===== src/rtl/afs_pkg.sv =====
`timescale 1ns / 1ps

package afs_pkg;

  // Mode codes
  localparam logic [2:0] MODE_PILOT = 3'd0;
  localparam logic [2:0] MODE_HOME  = 3'd1;

  // Failsafe levels
  typedef enum logic [1:0] {
    FS_NOMINAL  = 2'd0,
    FS_WARN     = 2'd1,
    FS_CRITICAL = 2'd2
  } fs_level_t;

  // Pre-arm reason codes
  localparam logic [2:0] RSN_OK        = 3'd0;
  localparam logic [2:0] RSN_NO_FIX    = 3'd1;
  localparam logic [2:0] RSN_LOW_BATT  = 3'd2;
  localparam logic [2:0] RSN_TILTED    = 3'd3;
  localparam logic [2:0] RSN_UNCHECKED = 3'd4;

  // Item commands
  localparam logic CMD_UPDATE = 1'b0;
  localparam logic CMD_CHECK  = 1'b1;

  // Register indexes
  localparam logic [1:0] REG_LINK_TIMEOUT = 2'd0;
  localparam logic [1:0] REG_MIN_ARM_MV   = 2'd1;
  localparam logic [1:0] REG_MAX_TILT     = 2'd2;
  localparam logic [1:0] REG_CRITICAL_MV  = 2'd3;

  localparam int APB_AW = 4;

  // Register reset values
  localparam logic [15:0] LINK_TIMEOUT_RST = 16'd1500;
  localparam logic [15:0] MIN_ARM_MV_RST   = 16'd7000;
  localparam logic [14:0] MAX_TILT_RST     = 15'd1500;
  localparam logic [29:0] TILT_SQ_RST      = 30'd2250000;
  localparam logic [15:0] CRITICAL_MV_RST  = 16'd6000;

  // Readings at or below this mean no battery sensor
  localparam logic [15:0] BATT_PRESENT_MV = 16'd500;

  typedef struct packed {
    logic [15:0] link_timeout_ms;
    logic [15:0] min_arm_mv;
    logic [29:0] tilt_sq;
    logic [15:0] critical_mv;
  } afs_cfg_t;

  typedef struct packed {
    logic        command;
    logic [2:0]  requested_mode;
    logic        request_arm;
    logic        gps_fix;
    logic [15:0] battery_mv;
    logic [30:0] roll_sq;
    logic [30:0] pitch_sq;
    logic [31:0] link_age_ms;
  } afs_item_t;

endpackage


===== src/rtl/afs_if.sv =====
`timescale 1ns / 1ps

interface afs_cmd_if;
  logic               valid;
  logic               ready;
  logic               command;
  logic [2:0]         requested_mode;
  logic               request_arm;
  logic               gps_fix;
  logic [15:0]        battery_mv;
  logic signed [15:0] roll_cdeg;
  logic signed [15:0] pitch_cdeg;
  logic [31:0]        link_age_ms;

  modport source (
    output valid, command, requested_mode, request_arm, gps_fix,
           battery_mv, roll_cdeg, pitch_cdeg, link_age_ms,
    input  ready
  );
  modport sink (
    input  valid, command, requested_mode, request_arm, gps_fix,
           battery_mv, roll_cdeg, pitch_cdeg, link_age_ms,
    output ready
  );
endinterface

interface afs_status_if;
  logic       valid;
  logic       ready;
  logic       armed;
  logic [2:0] mode;
  logic [2:0] last_mode;
  logic [1:0] failsafe_level;
  logic [2:0] reject_reason;
  logic       reset_controllers;

  modport source (
    output valid, armed, mode, last_mode, failsafe_level, reject_reason,
           reset_controllers,
    input  ready
  );
  modport sink (
    input  valid, armed, mode, last_mode, failsafe_level, reject_reason,
           reset_controllers,
    output ready
  );
endinterface


===== src/rtl/afs_cfg.sv =====
`timescale 1ns / 1ps

module afs_cfg (
  input  logic                        clk,
  input  logic                        rst,
  input  logic                        psel,
  input  logic                        penable,
  input  logic                        pwrite,
  input  logic [afs_pkg::APB_AW-1:0]  paddr,
  input  logic [31:0]                 pwdata,
  output logic [31:0]                 prdata,
  output logic                        pready,
  output afs_pkg::afs_cfg_t           cfg
);
  import afs_pkg::*;

  logic [15:0] link_timeout_ms;
  logic [15:0] min_arm_mv;
  logic [14:0] max_tilt_cdeg;
  logic [29:0] tilt_sq;
  logic [15:0] critical_mv;
  logic        wr_en;
  logic [1:0]  reg_idx;
  logic [29:0] tilt_prod;

  assign pready    = 1'b1;
  assign wr_en     = psel & penable & pwrite & pready;
  assign reg_idx   = paddr[3:2];
  // square the limit once at write time, off the item path
  assign tilt_prod = {15'd0, pwdata[14:0]} * {15'd0, pwdata[14:0]};

  always_ff @(posedge clk) begin
    if (rst) begin
      link_timeout_ms <= LINK_TIMEOUT_RST;
      min_arm_mv      <= MIN_ARM_MV_RST;
      max_tilt_cdeg   <= MAX_TILT_RST;
      tilt_sq         <= TILT_SQ_RST;
      critical_mv     <= CRITICAL_MV_RST;
    end else if (wr_en) begin
      case (reg_idx)
        REG_LINK_TIMEOUT: link_timeout_ms <= pwdata[15:0];
        REG_MIN_ARM_MV:   min_arm_mv      <= pwdata[15:0];
        REG_MAX_TILT: begin
          max_tilt_cdeg <= pwdata[14:0];
          tilt_sq       <= tilt_prod;
        end
        REG_CRITICAL_MV:  critical_mv     <= pwdata[15:0];
        default: ;
      endcase
    end
  end

  always_comb begin
    case (reg_idx)
      REG_LINK_TIMEOUT: prdata = {16'd0, link_timeout_ms};
      REG_MIN_ARM_MV:   prdata = {16'd0, min_arm_mv};
      REG_MAX_TILT:     prdata = {17'd0, max_tilt_cdeg};
      REG_CRITICAL_MV:  prdata = {16'd0, critical_mv};
      default:          prdata = 32'd0;
    endcase
  end

  assign cfg.link_timeout_ms = link_timeout_ms;
  assign cfg.min_arm_mv      = min_arm_mv;
  assign cfg.tilt_sq         = tilt_sq;
  assign cfg.critical_mv     = critical_mv;

endmodule


===== src/rtl/afs_front.sv =====
`timescale 1ns / 1ps

module afs_front (
  input  logic                clk,
  input  logic                rst,
  afs_cmd_if.sink             cmd,
  input  logic                take,
  output logic                item_valid,
  output afs_pkg::afs_item_t  item
);
  import afs_pkg::*;

  logic signed [31:0] roll_prod;
  logic signed [31:0] pitch_prod;

  assign roll_prod  = 32'(cmd.roll_cdeg) * 32'(cmd.roll_cdeg);
  assign pitch_prod = 32'(cmd.pitch_cdeg) * 32'(cmd.pitch_cdeg);

  // take a new transaction when empty or when the held one moves on
  assign cmd.ready = ~item_valid | take;

  always_ff @(posedge clk) begin
    if (rst) begin
      item_valid <= 1'b0;
    end else if (cmd.ready) begin
      item_valid <= cmd.valid;
    end
  end

  always_ff @(posedge clk) begin
    if (cmd.valid && cmd.ready) begin
      item.command        <= cmd.command;
      item.requested_mode <= cmd.requested_mode;
      item.request_arm    <= cmd.request_arm;
      item.gps_fix        <= cmd.gps_fix;
      item.battery_mv     <= cmd.battery_mv;
      item.roll_sq        <= roll_prod[30:0];
      item.pitch_sq       <= pitch_prod[30:0];
      item.link_age_ms    <= cmd.link_age_ms;
    end
  end

endmodule


===== src/rtl/afs_core.sv =====
`timescale 1ns / 1ps

module afs_core (
  input  logic                clk,
  input  logic                rst,
  input  afs_pkg::afs_cfg_t   cfg,
  input  logic                item_valid,
  input  afs_pkg::afs_item_t  item,
  output logic                take,
  afs_status_if.source        status
);
  import afs_pkg::*;

  logic        arm_flag, arm_flag_next;
  logic [2:0]  mode_now, mode_now_next;
  logic [2:0]  mode_before, mode_before_next;
  fs_level_t   failsafe_now, failsafe_next;
  logic [2:0]  reason_code, reason_code_next;
  logic        pulse;
  logic [2:0]  prearm_code;
  logic [31:0] tilt_sum;
  logic [32:0] link_crit;
  logic        out_valid;

  assign take      = item_valid & (~out_valid | status.ready);
  assign tilt_sum  = {1'b0, item.roll_sq} + {1'b0, item.pitch_sq};
  assign link_crit = {16'd0, cfg.link_timeout_ms, 1'b0};

  always_comb begin
    if (!item.gps_fix) begin
      prearm_code = RSN_NO_FIX;
    end else if (item.battery_mv < cfg.min_arm_mv) begin
      prearm_code = RSN_LOW_BATT;
    end else if (tilt_sum > {2'd0, cfg.tilt_sq}) begin
      prearm_code = RSN_TILTED;
    end else begin
      prearm_code = RSN_OK;
    end
  end

  always_comb begin
    arm_flag_next    = arm_flag;
    mode_now_next    = mode_now;
    mode_before_next = mode_before;
    failsafe_next    = failsafe_now;
    reason_code_next = reason_code;
    pulse            = 1'b0;
    if (item.command == CMD_UPDATE) begin
      if (item.request_arm && !arm_flag) begin
        reason_code_next = prearm_code;
        if (prearm_code == RSN_OK) begin
          arm_flag_next = 1'b1;
          failsafe_next = FS_NOMINAL;
        end
      end else if (!item.request_arm && arm_flag) begin
        arm_flag_next = 1'b0;
        mode_now_next = MODE_PILOT;
        failsafe_next = FS_NOMINAL;
        pulse         = 1'b1;
      end
      if (arm_flag_next &&
          !(failsafe_next == FS_CRITICAL && item.requested_mode != MODE_HOME) &&
          item.requested_mode != mode_now_next) begin
        mode_before_next = mode_now_next;
        mode_now_next    = item.requested_mode;
        pulse            = 1'b1;
      end
    end else if (!arm_flag) begin
      failsafe_next = FS_NOMINAL;
    end else begin
      if ({1'b0, item.link_age_ms} > link_crit) begin
        if (failsafe_now != FS_CRITICAL) begin
          failsafe_next    = FS_CRITICAL;
          mode_before_next = mode_now;
          mode_now_next    = MODE_HOME;
          pulse            = 1'b1;
        end
      end else if (item.link_age_ms > {16'd0, cfg.link_timeout_ms}) begin
        if (failsafe_now == FS_NOMINAL) failsafe_next = FS_WARN;
      end else if (failsafe_now == FS_WARN) begin
        failsafe_next = FS_NOMINAL;
      end
      if (item.battery_mv > BATT_PRESENT_MV && item.battery_mv < cfg.critical_mv &&
          failsafe_next != FS_CRITICAL) begin
        failsafe_next    = FS_CRITICAL;
        mode_before_next = mode_now_next;
        mode_now_next    = MODE_HOME;
        pulse            = 1'b1;
      end
    end
  end

  always_ff @(posedge clk) begin
    if (rst) begin
      arm_flag     <= 1'b0;
      mode_now     <= MODE_PILOT;
      mode_before  <= MODE_PILOT;
      failsafe_now <= FS_NOMINAL;
      reason_code  <= RSN_UNCHECKED;
      out_valid    <= 1'b0;
    end else begin
      if (take) begin
        arm_flag     <= arm_flag_next;
        mode_now     <= mode_now_next;
        mode_before  <= mode_before_next;
        failsafe_now <= failsafe_next;
        reason_code  <= reason_code_next;
        out_valid    <= 1'b1;
      end else if (status.ready) begin
        out_valid    <= 1'b0;
      end
    end
  end

  always_ff @(posedge clk) begin
    if (take) begin
      status.armed             <= arm_flag_next;
      status.mode              <= mode_now_next;
      status.last_mode         <= mode_before_next;
      status.failsafe_level    <= failsafe_next;
      status.reject_reason     <= reason_code_next;
      status.reset_controllers <= pulse;
    end
  end

  assign status.valid = out_valid;

endmodule


===== src/rtl/arm_mode_failsafe_supervisor.sv =====
`timescale 1ns / 1ps

// Channel   Dir   Handshake        Transaction contents
// cmd       in    valid / ready    command, requested_mode, request_arm, gps_fix,
//                                  battery_mv, roll_cdeg, pitch_cdeg, link_age_ms
// status    out   valid / ready    armed, mode, last_mode, failsafe_level,
//                                  reject_reason, reset_controllers
// apb       cfg   psel / penable   link_timeout_ms @0x0, min_arm_mv @0x4,
//                                  max_tilt_cdeg @0x8, critical_mv @0xC
//
// One transaction per cycle unless the result stalls. The input register
// captures the transaction with roll and pitch already squared; the decision
// stage then updates the supervisor state and loads the result register, so
// a transaction reaches status through the input and result registers in turn.
// rst is synchronous; it restores register defaults and the disarmed state.
// A stalled result holds; one more transaction fills the input register
// behind it, then cmd.ready drops until the result is taken.

module arm_mode_failsafe_supervisor (
  input  logic                        clk,
  input  logic                        rst,
  afs_cmd_if.sink                     cmd,
  afs_status_if.source                status,
  input  logic                        psel,
  input  logic                        penable,
  input  logic                        pwrite,
  input  logic [afs_pkg::APB_AW-1:0]  paddr,
  input  logic [31:0]                 pwdata,
  output logic [31:0]                 prdata,
  output logic                        pready
);
  import afs_pkg::*;

  afs_cfg_t  cfg;
  afs_item_t item;
  logic      item_valid;
  logic      take;

  // Configuration registers; the tilt limit is kept squared as well
  afs_cfg u_cfg (
    .clk     (clk),
    .rst     (rst),
    .psel    (psel),
    .penable (penable),
    .pwrite  (pwrite),
    .paddr   (paddr),
    .pwdata  (pwdata),
    .prdata  (prdata),
    .pready  (pready),
    .cfg     (cfg)
  );

  // Input register: capture the transaction and the attitude squares
  afs_front u_front (
    .clk        (clk),
    .rst        (rst),
    .cmd        (cmd),
    .take       (take),
    .item_valid (item_valid),
    .item       (item)
  );

  // Decision stage: arm checks, mode change and failsafe grading, then hold
  // the result until the sink takes it
  afs_core u_core (
    .clk        (clk),
    .rst        (rst),
    .cfg        (cfg),
    .item_valid (item_valid),
    .item       (item),
    .take       (take),
    .status     (status)
  );

  // A disarmed vehicle always sits in manual mode at nominal level
  a_disarmed_manual: assert property (@(posedge clk) disable iff (rst)
    status.valid && !status.armed |->
      status.mode == MODE_PILOT && status.failsafe_level == FS_NOMINAL)
    else $error("disarmed result not in manual/nominal");

  // Critical failsafe only while armed and flying home
  a_critical_home: assert property (@(posedge clk) disable iff (rst)
    status.valid && status.failsafe_level == FS_CRITICAL |->
      status.armed && status.mode == MODE_HOME)
    else $error("critical failsafe without return-home");

  // Being armed means the last pre-arm check passed
  a_armed_ok: assert property (@(posedge clk) disable iff (rst)
    status.valid && status.armed |-> status.reject_reason == RSN_OK)
    else $error("armed with a pending reject reason");

endmodule

===== src/flat_wrapper.sv =====
// flat-port wrapper written by rule: the top's interface ports become plain ports
module arm_mode_failsafe_supervisor_flat import afs_pkg::*;
  (clk, rst, psel, penable, pwrite, paddr, pwdata, prdata, pready, cmd_valid, cmd_command, cmd_requested_mode, cmd_request_arm, cmd_gps_fix, cmd_battery_mv, cmd_roll_cdeg, cmd_pitch_cdeg, cmd_link_age_ms, cmd_ready, status_valid, status_armed, status_mode, status_last_mode, status_failsafe_level, status_reject_reason, status_reset_controllers, status_ready);
  afs_cmd_if cmd_i ();
  afs_status_if status_i ();
  input  logic clk;
  input  logic rst;
  input  logic psel;
  input  logic penable;
  input  logic pwrite;
  input  logic [afs_pkg::APB_AW-1:0] paddr;
  input  logic [31:0] pwdata;
  output logic [31:0] prdata;
  output logic pready;
  input wire logic [$bits(cmd_i.valid)-1:0] cmd_valid;
  input wire logic [$bits(cmd_i.command)-1:0] cmd_command;
  input wire logic [$bits(cmd_i.requested_mode)-1:0] cmd_requested_mode;
  input wire logic [$bits(cmd_i.request_arm)-1:0] cmd_request_arm;
  input wire logic [$bits(cmd_i.gps_fix)-1:0] cmd_gps_fix;
  input wire logic [$bits(cmd_i.battery_mv)-1:0] cmd_battery_mv;
  input wire logic [$bits(cmd_i.roll_cdeg)-1:0] cmd_roll_cdeg;
  input wire logic [$bits(cmd_i.pitch_cdeg)-1:0] cmd_pitch_cdeg;
  input wire logic [$bits(cmd_i.link_age_ms)-1:0] cmd_link_age_ms;
  output wire logic [$bits(cmd_i.ready)-1:0] cmd_ready;
  output wire logic [$bits(status_i.valid)-1:0] status_valid;
  output wire logic [$bits(status_i.armed)-1:0] status_armed;
  output wire logic [$bits(status_i.mode)-1:0] status_mode;
  output wire logic [$bits(status_i.last_mode)-1:0] status_last_mode;
  output wire logic [$bits(status_i.failsafe_level)-1:0] status_failsafe_level;
  output wire logic [$bits(status_i.reject_reason)-1:0] status_reject_reason;
  output wire logic [$bits(status_i.reset_controllers)-1:0] status_reset_controllers;
  input wire logic [$bits(status_i.ready)-1:0] status_ready;
  assign cmd_i.valid = cmd_valid;
  assign cmd_i.command = cmd_command;
  assign cmd_i.requested_mode = cmd_requested_mode;
  assign cmd_i.request_arm = cmd_request_arm;
  assign cmd_i.gps_fix = cmd_gps_fix;
  assign cmd_i.battery_mv = cmd_battery_mv;
  assign cmd_i.roll_cdeg = cmd_roll_cdeg;
  assign cmd_i.pitch_cdeg = cmd_pitch_cdeg;
  assign cmd_i.link_age_ms = cmd_link_age_ms;
  assign cmd_ready = cmd_i.ready;
  assign status_valid = status_i.valid;
  assign status_armed = status_i.armed;
  assign status_mode = status_i.mode;
  assign status_last_mode = status_i.last_mode;
  assign status_failsafe_level = status_i.failsafe_level;
  assign status_reject_reason = status_i.reject_reason;
  assign status_reset_controllers = status_i.reset_controllers;
  assign status_i.ready = status_ready;
  arm_mode_failsafe_supervisor u_core (.clk(clk), .rst(rst), .cmd(cmd_i), .status(status_i), .psel(psel), .penable(penable), .pwrite(pwrite), .paddr(paddr), .pwdata(pwdata), .prdata(prdata), .pready(pready));
endmodule

===== config.mk =====
export PLATFORM = sky130hd
export DESIGN_NAME = arm_mode_failsafe_supervisor_flat
export DESIGN_NICKNAME = d
export VERILOG_FILES = /design/src/rtl/afs_pkg.sv /design/src/rtl/afs_if.sv /design/src/rtl/afs_cfg.sv /design/src/rtl/afs_front.sv /design/src/rtl/afs_core.sv /design/src/rtl/arm_mode_failsafe_supervisor.sv /design/src/flat_wrapper.sv
export SDC_FILE = /design/constraint.sdc
export NUM_CORES = 2
export LEC_CHECK = 0
export BUFFER_PORTS_ARGS = -buffer_cell sky130_fd_sc_hd__buf_2
export CORE_MARGIN = 2
export CORE_UTILIZATION = 60
export CTS_CLUSTER_DIAMETER = 30
export DETAILED_ROUTE_END_ITERATION = 10
export PLACE_DENSITY = 0.78
export SLEW_MARGIN = 10
export SYNTH_ARGS = -nofsm -noshare
export SYNTH_HDL_FRONTEND = slang
export SYNTH_SLANG_ARGS = --single-unit

===== constraint.sdc =====
create_clock -name clk -period 15.5 [get_ports clk]
set_clock_uncertainty 0.05 [all_clocks]
set_input_delay 1.55 -clock clk [delete_from_list [all_inputs] [get_ports clk]]
set_output_delay 1.55 -clock clk [all_outputs]
set_load 0.05 [all_outputs]

=== Word-level counts from Yosys, hierarchy flattened ===
Cells that the tools add are included.

* Flip-flop bits (word level): 236
* Output and inout bits: 48
* Word-level logic and storage cells: 121

* Add/subtract/negate cells: 1
* $mul: 3
* Order comparisons: 6
* Equal/unequal tests: 9
* Multiplexer cells: 50
* Bitwise gates (word level): 7
* Reduce and logical (&&, ||, !) cells: 19

{| class="wikitable"
|+ Operators with widths
! kind !! count
|-
| 32-bit one-hot mux with 4 select lines || 1
|-
| 16-bit by 16-bit multiplier with 31-bit output || 2
|-
| 3-bit two-way mux || 17
|-
| 2-bit two-way mux || 17
|-
| 31-bit by 31-bit adder with 32-bit output || 1
|-
| 32-bit by 16-bit > comparator with 1-bit output || 1
|-
| 32-bit by 17-bit > comparator with 1-bit output || 1
|-
| 32-bit by 30-bit > comparator with 1-bit output || 1
|-
| 16-bit less-than comparator || 2
|-
| 15-bit by 15-bit multiplier with 30-bit output || 1
|-
| 16-bit by 9-bit > comparator with 1-bit output, second input constant || 1
|-
| 1-bit two-way mux || 15
|-
| 1-bit logical AND || 8
|-
| 2-bit AND reduction || 4
|-
| 2-bit == test, second input constant || 3
|-
| 2-bit by 1-bit == test with 1-bit output, second input constant || 2
|-
| 2-bit logical NOT || 2
|-
| 2-bit != test, second input constant || 2
|-
| 1-bit AND || 3
|-
| 1-bit logical NOT || 3
|-
| 3-bit logical NOT || 1
|-
| 3-bit by 1-bit != test with 1-bit output, second input constant || 1
|-
| 3-bit != test || 1
|-
| 1-bit inverter || 2
|-
| other kinds (2) || 3
|}

=== Logic depth before layout (Yosys ltp) ===
* Depth in word-level cells: 16
* Gate-level depth with buffers: 26
* Mapped depth without buffers: 24

=== Cells and area by module ===
Synthesis repeated with hierarchy kept, for this count alone.

* Cell total of the unflattened synthesis: 3910
* Area total of the unflattened synthesis: 36407.4 µm²

{| class="wikitable"
|+ Modules (own cells, without submodules)
! module !! instances !! cells an instance !! area an instance (µm²)
|-
| afs_front || 1 || 2069 || 20961.4
|-
| afs_cfg || 1 || 1177 || 10283.6
|-
| afs_core || 1 || 664 || 5162.5
|}

=== Worst setup path before layout ===
Ideal clock, no wire load.

* Path type: input-to-reg
* Start: in pwdata[8]
* End: reg u_core.u_cfg.tilt_sq[22]
* Library setup time: 0.152 ns
* Arrival: 7.301 ns
* Data required time: 15.298 ns
* Setup slack: 7.996 ns
* Stages on the path: 20
* Buffers on the path: 2
* Cell sequence: clkbuf_1 > clkbuf_1 > and2_1 > fa_1 > fa_1 > inv_1 > fa_1 > inv_1 > fa_1 > fa_1 > fa_1 > ha_1 > a21oi_1 > o211ai_1 > o211a_1 > or4_1 > a31o_2 > a21oi_1 > or4_1 > o311ai_0

* Longest elaborated chain between the ends: 1

{| class="wikitable"
|+ Ends and longest elaborated chain
! item !! line !! text
|-
| start, declared || flat_wrapper.sv:12 || <nowiki>input logic [31:0] pwdata;</nowiki>
|-
| 15-bit by 15-bit multiplier with 30-bit output || afs_cfg.sv:30 || <nowiki>assign tilt_prod = {15'd0, pwdata[14:0]} * {15'd0, pwdata[14:0]};</nowiki>
|-
| end signal, assigned || afs_cfg.sv:45 || <nowiki>tilt_sq <= tilt_prod;</nowiki>
|-
| end, declared || afs_cfg.sv:20 || <nowiki>logic [29:0] tilt_sq;</nowiki>
|}

No other way between the ends.
A chain may end at the register's enable or synchronous reset.

=== Final worst setup path ===
* Start: in cmd_roll_cdeg[3]
* End: reg, netlist name u_core.u_front.item[93]

* Longest elaborated chain between the ends: 1

{| class="wikitable"
|+ Ends and longest elaborated chain
! item !! line !! text
|-
| start, declared || flat_wrapper.sv:21 || <nowiki>input wire logic [$bits(cmd_i.roll_cdeg)-1:0] cmd_roll_cdeg;</nowiki>
|-
| 16-bit by 16-bit multiplier with 31-bit output || afs_front.sv:16 || <nowiki>assign roll_prod = 32'(cmd.roll_cdeg) * 32'(cmd.roll_cdeg);</nowiki>
|-
| via u_core.u_front.roll_prod[30] || afs_front.sv:13 || <nowiki>logic signed [31:0] roll_prod;</nowiki>
|}

The timed path passes the listed nets, and every way through them passes these cells.

==> flow_summary.json <==
{
  "die_w_um": 246,
  "reg2reg_to": "u_core.u_core.status.mode[2]",
  "post-route-period-util_pct": 49.4,
  "synth-edff-count": 127,
  "crit_path_start": "cmd_roll_cdeg[3]",
  "finalNetCount": 4875,
  "tightest_slew_ns": 0.999,
  "dr.pass1.iters": 5,
  "r2r_setup_slack_ns": 8.98,
  "relSlewSlack_pct": 33.4,
  "yosysWarnings": 0,
  "crit_type": "primary input to flop",
  "ys_types": 78,
  "viasPerCell": 5.51,
  "antenna_found_initial": 2,
  "hold_buffers": 0,
  "slowest_stage": "fa_1",
  "clkTransAtPathRegs_ns": 0.05,
  "dp_hpwl_um": 60700,
  "grt_max_degree": 78,
  "async_reset_ff_share_pct": 0,
  "fmax_mhz": 131,
  "drv_slew": 0,
  "grt-ovfl-total": 0,
  "cpPeakStageDelay_ns": 0.55,
  "setup_violations": 0,
  "initial_core_util_pct": 60.7,
  "yosysTopAreaCellShare_pct": 34.4,
  "crit_path_start_kind": "primary input",
  "worstPathArrival_ns": 7.94,
  "cts_buffer_depth": 3,
  "avgSynthCellArea_sq_um": 9.51,
  "portBuffers": 141,
  "outcome": "complete, no violations",
  "gp_congestion": 0.883,
  "dieHeight_um": 246,
  "grt_pass1_wl_um": 129000,
  "synthFlopType": "edfxtp_1",
  "grt_pass1_vias": 26900,
  "hold_depth": 2,
  "cts_sinks": 232,
  "dr_wl_met3_um": 3790,
  "io_pins": 177,
  "rsz0062_at_grt": "no",
  "hold_viol_final": 0,
  "clock-root-buffer": "clkbuf_16",
  "yosys_register_bits": 232,
  "worstSetupEndpointType": "flop",
  "synth_top_cell_by_area": "fa_1",
  "wl_met2_um": 39500,
  "rr_startpoint": "u_core.u_front.item[35]",
  "clk_latency_ns": 0.56,
  "setup_ws_ns": 7.84,
  "hold_start": "u_core.u_cfg.tilt_sq[13]",
  "cp.required_ns": 15.78,
  "r2r_cells": 20,
  "core-area_sq_mm": 0.0578,
  "cts_tree": "built",
  "netlist_area_sq_mm": 0.0351,
  "vias": 25200,
  "htreeDepth": 2,
  "postCtsSetupRepairBufs": 0,
  "drive_above_1_share_pct": 7.26,
  "crit_fanout": 14,
  "synthToLayoutAreaGrowth_pct": 7.97,
  "fin_crit_ns": 7.66,
  "cts_made_buffers": 45,
  "ant_nets": 0,
  "seq_area_frac_synth_pct": 16.8,
  "route.detailed.drc": 0,
  "fin_tns_setup_ns": 0,
  "drt-total-wl_um": 76500,
  "cap_violations": 0,
  "avgRoutedWirePerCell_um": 16.7,
  "hold_path_class": "flop to flop",
  "track_usage_pct": 26.6,
  "first_iter_violations": 1484,
  "whs_endpoint": "u_core.u_cfg.tilt_sq[13]",
  "fp.dieArea_sq_mm": 0.0605,
  "syn_inst": 3693,
  "synth_area_leaders": "fa_1, ha_1, edfxtp_1",
  "ctsResizeCount": 0,
  "cpMostUsedCell": "fa_1",
  "wl_met1_um": 30400,
  "placementRows": 88,
  "place_ws_ns": 7.35,
  "crit_chain": "buf_2, inv_1, nor2_1, fa_1, inv_1, fa_1, fa_1, fa_1, inv_1, fa_1, inv_1, fa_1, inv_1, ha_1, o211ai_1, o21bai_1, a31oi_1, o41ai_2, o21ai_0, or4b_1, and3_1, a211oi_1",
  "routed.top_layer": "met4"
}
[sequential cells by signal, summed over array words and instances (netlist names), 2 cells and up]
| name | count |
|---|---|
| u_core.u_core.status.reject_reason | 3 |
| u_core.u_cfg.link_timeout_ms | 16 |
| u_core.u_core.reason_code | 3 |
| u_core.u_core.mode_now | 3 |
| u_core.u_cfg.max_tilt_cdeg | 15 |
| u_core.u_core.failsafe_now | 2 |
| u_core.u_cfg.min_arm_mv | 16 |
| u_core.u_front.item | 114 |
| u_core.u_core.status.failsafe_level | 2 |
| u_core.u_core.status.mode | 3 |
| u_core.u_core.status.last_mode | 3 |
| u_core.u_cfg.critical_mv | 16 |
| u_core.u_core.mode_before | 3 |
| u_core.u_cfg.tilt_sq | 28 |
[metal layers]
layer,vias up,track usage (%)
met5,-,0
met4,0,9.47
met3,170,2.28
met2,757,47.7
met1,12500,33.7
li1,11800,-
[placed cells by master (no fill, tap or decap), types with 92 or more instances in the layout]
cell	instances
inv_1	850
fa_1	603
nand2_1	374
ha_1	366
a21oi_1	175
and2_1	160
buf_2	141
nor2_1	139
edfxtp_1	127
dfxtp_1	105
xnor2_1	92
[cells by family after synthesis]
| group | after synthesis | synth area share [%] |
|---|---|---|
| AO/OA/AOI/OAI | 490 | 8.87 |
| XOR/XNOR | 124 | 3.09 |
| adder cells (fa/ha/maj) | 969 | 47.4 |
| buffers and inverters | 979 | 10.6 |
| flip-flops | 232 | 16.8 |
| multiplexers | 25 | 1.27 |
| other | 2 | 0.0214 |
| AND/OR/NAND/NOR | 872 | 11.8 |
[metrics by stage]
step	hold slack (ns)	utilization (%)	instance area, sq um	instances
after floorplan	0.366	-	35200	3708
after global placement	0.377	62.9	36400	4495
after detailed placement	0.388	62.9	36400	4495
after CTS	0.405	65.6	37900	4578
after global routing	0.416	65.6	37900	4579
final	0.404	65.6	37900	4579
[Yosys cell counts (all sizes together) (23+ instances only)]
library cell,n
a21o,47
a21oi,175
a31oi,23
and2,162
clkbuf,105
dfxtp,105
edfxtp,127
fa,603
ha,366
inv,853
nand2,374
nand2b,29
nand3,31
nand4,24
nor2,139
nor3,30
o211ai,35
o21a,24
o21ai,79
xnor2,92
xor2,32
[cell type report]
cell class	count	area, sq um
inverters	854	3210
repair buffers	147	751
diodes	1	2.50
clock buffers	54	1240
flip-flops and latches	232	5920
fillers	4556	19900
well taps	765	957
multi-input cells	2497	25500
clock inverters	29	307
[worst max-delay path: cells and delay by family]
| kind | cells | cell delay [ns] |
|---|---|---|
| AND/OR/NAND/NOR | 3 | 0.99 |
| AO/OA/AOI/OAI | 6 | 1.38 |
| adder cells (fa/ha/maj) | 7 | 3.23 |
| buffers and inverters | 6 | 0.78 |
[how the worst max path moves through the flow]
stage	end	slack (ns)
finish	u_core.u_front.item[93]	7.84
global placement	u_core.u_front.item[93]	7.29
CTS	u_core.u_front.item[93]	7.86
detailed placement	u_core.u_front.item[93]	7.35
global route	u_core.u_front.item[62]	7.48
floorplan	u_core.u_cfg.tilt_sq[22]	8.00
Power is not shown: default switching activity piles up to over one toggle a cycle in this logic, so the estimate is an artifact.
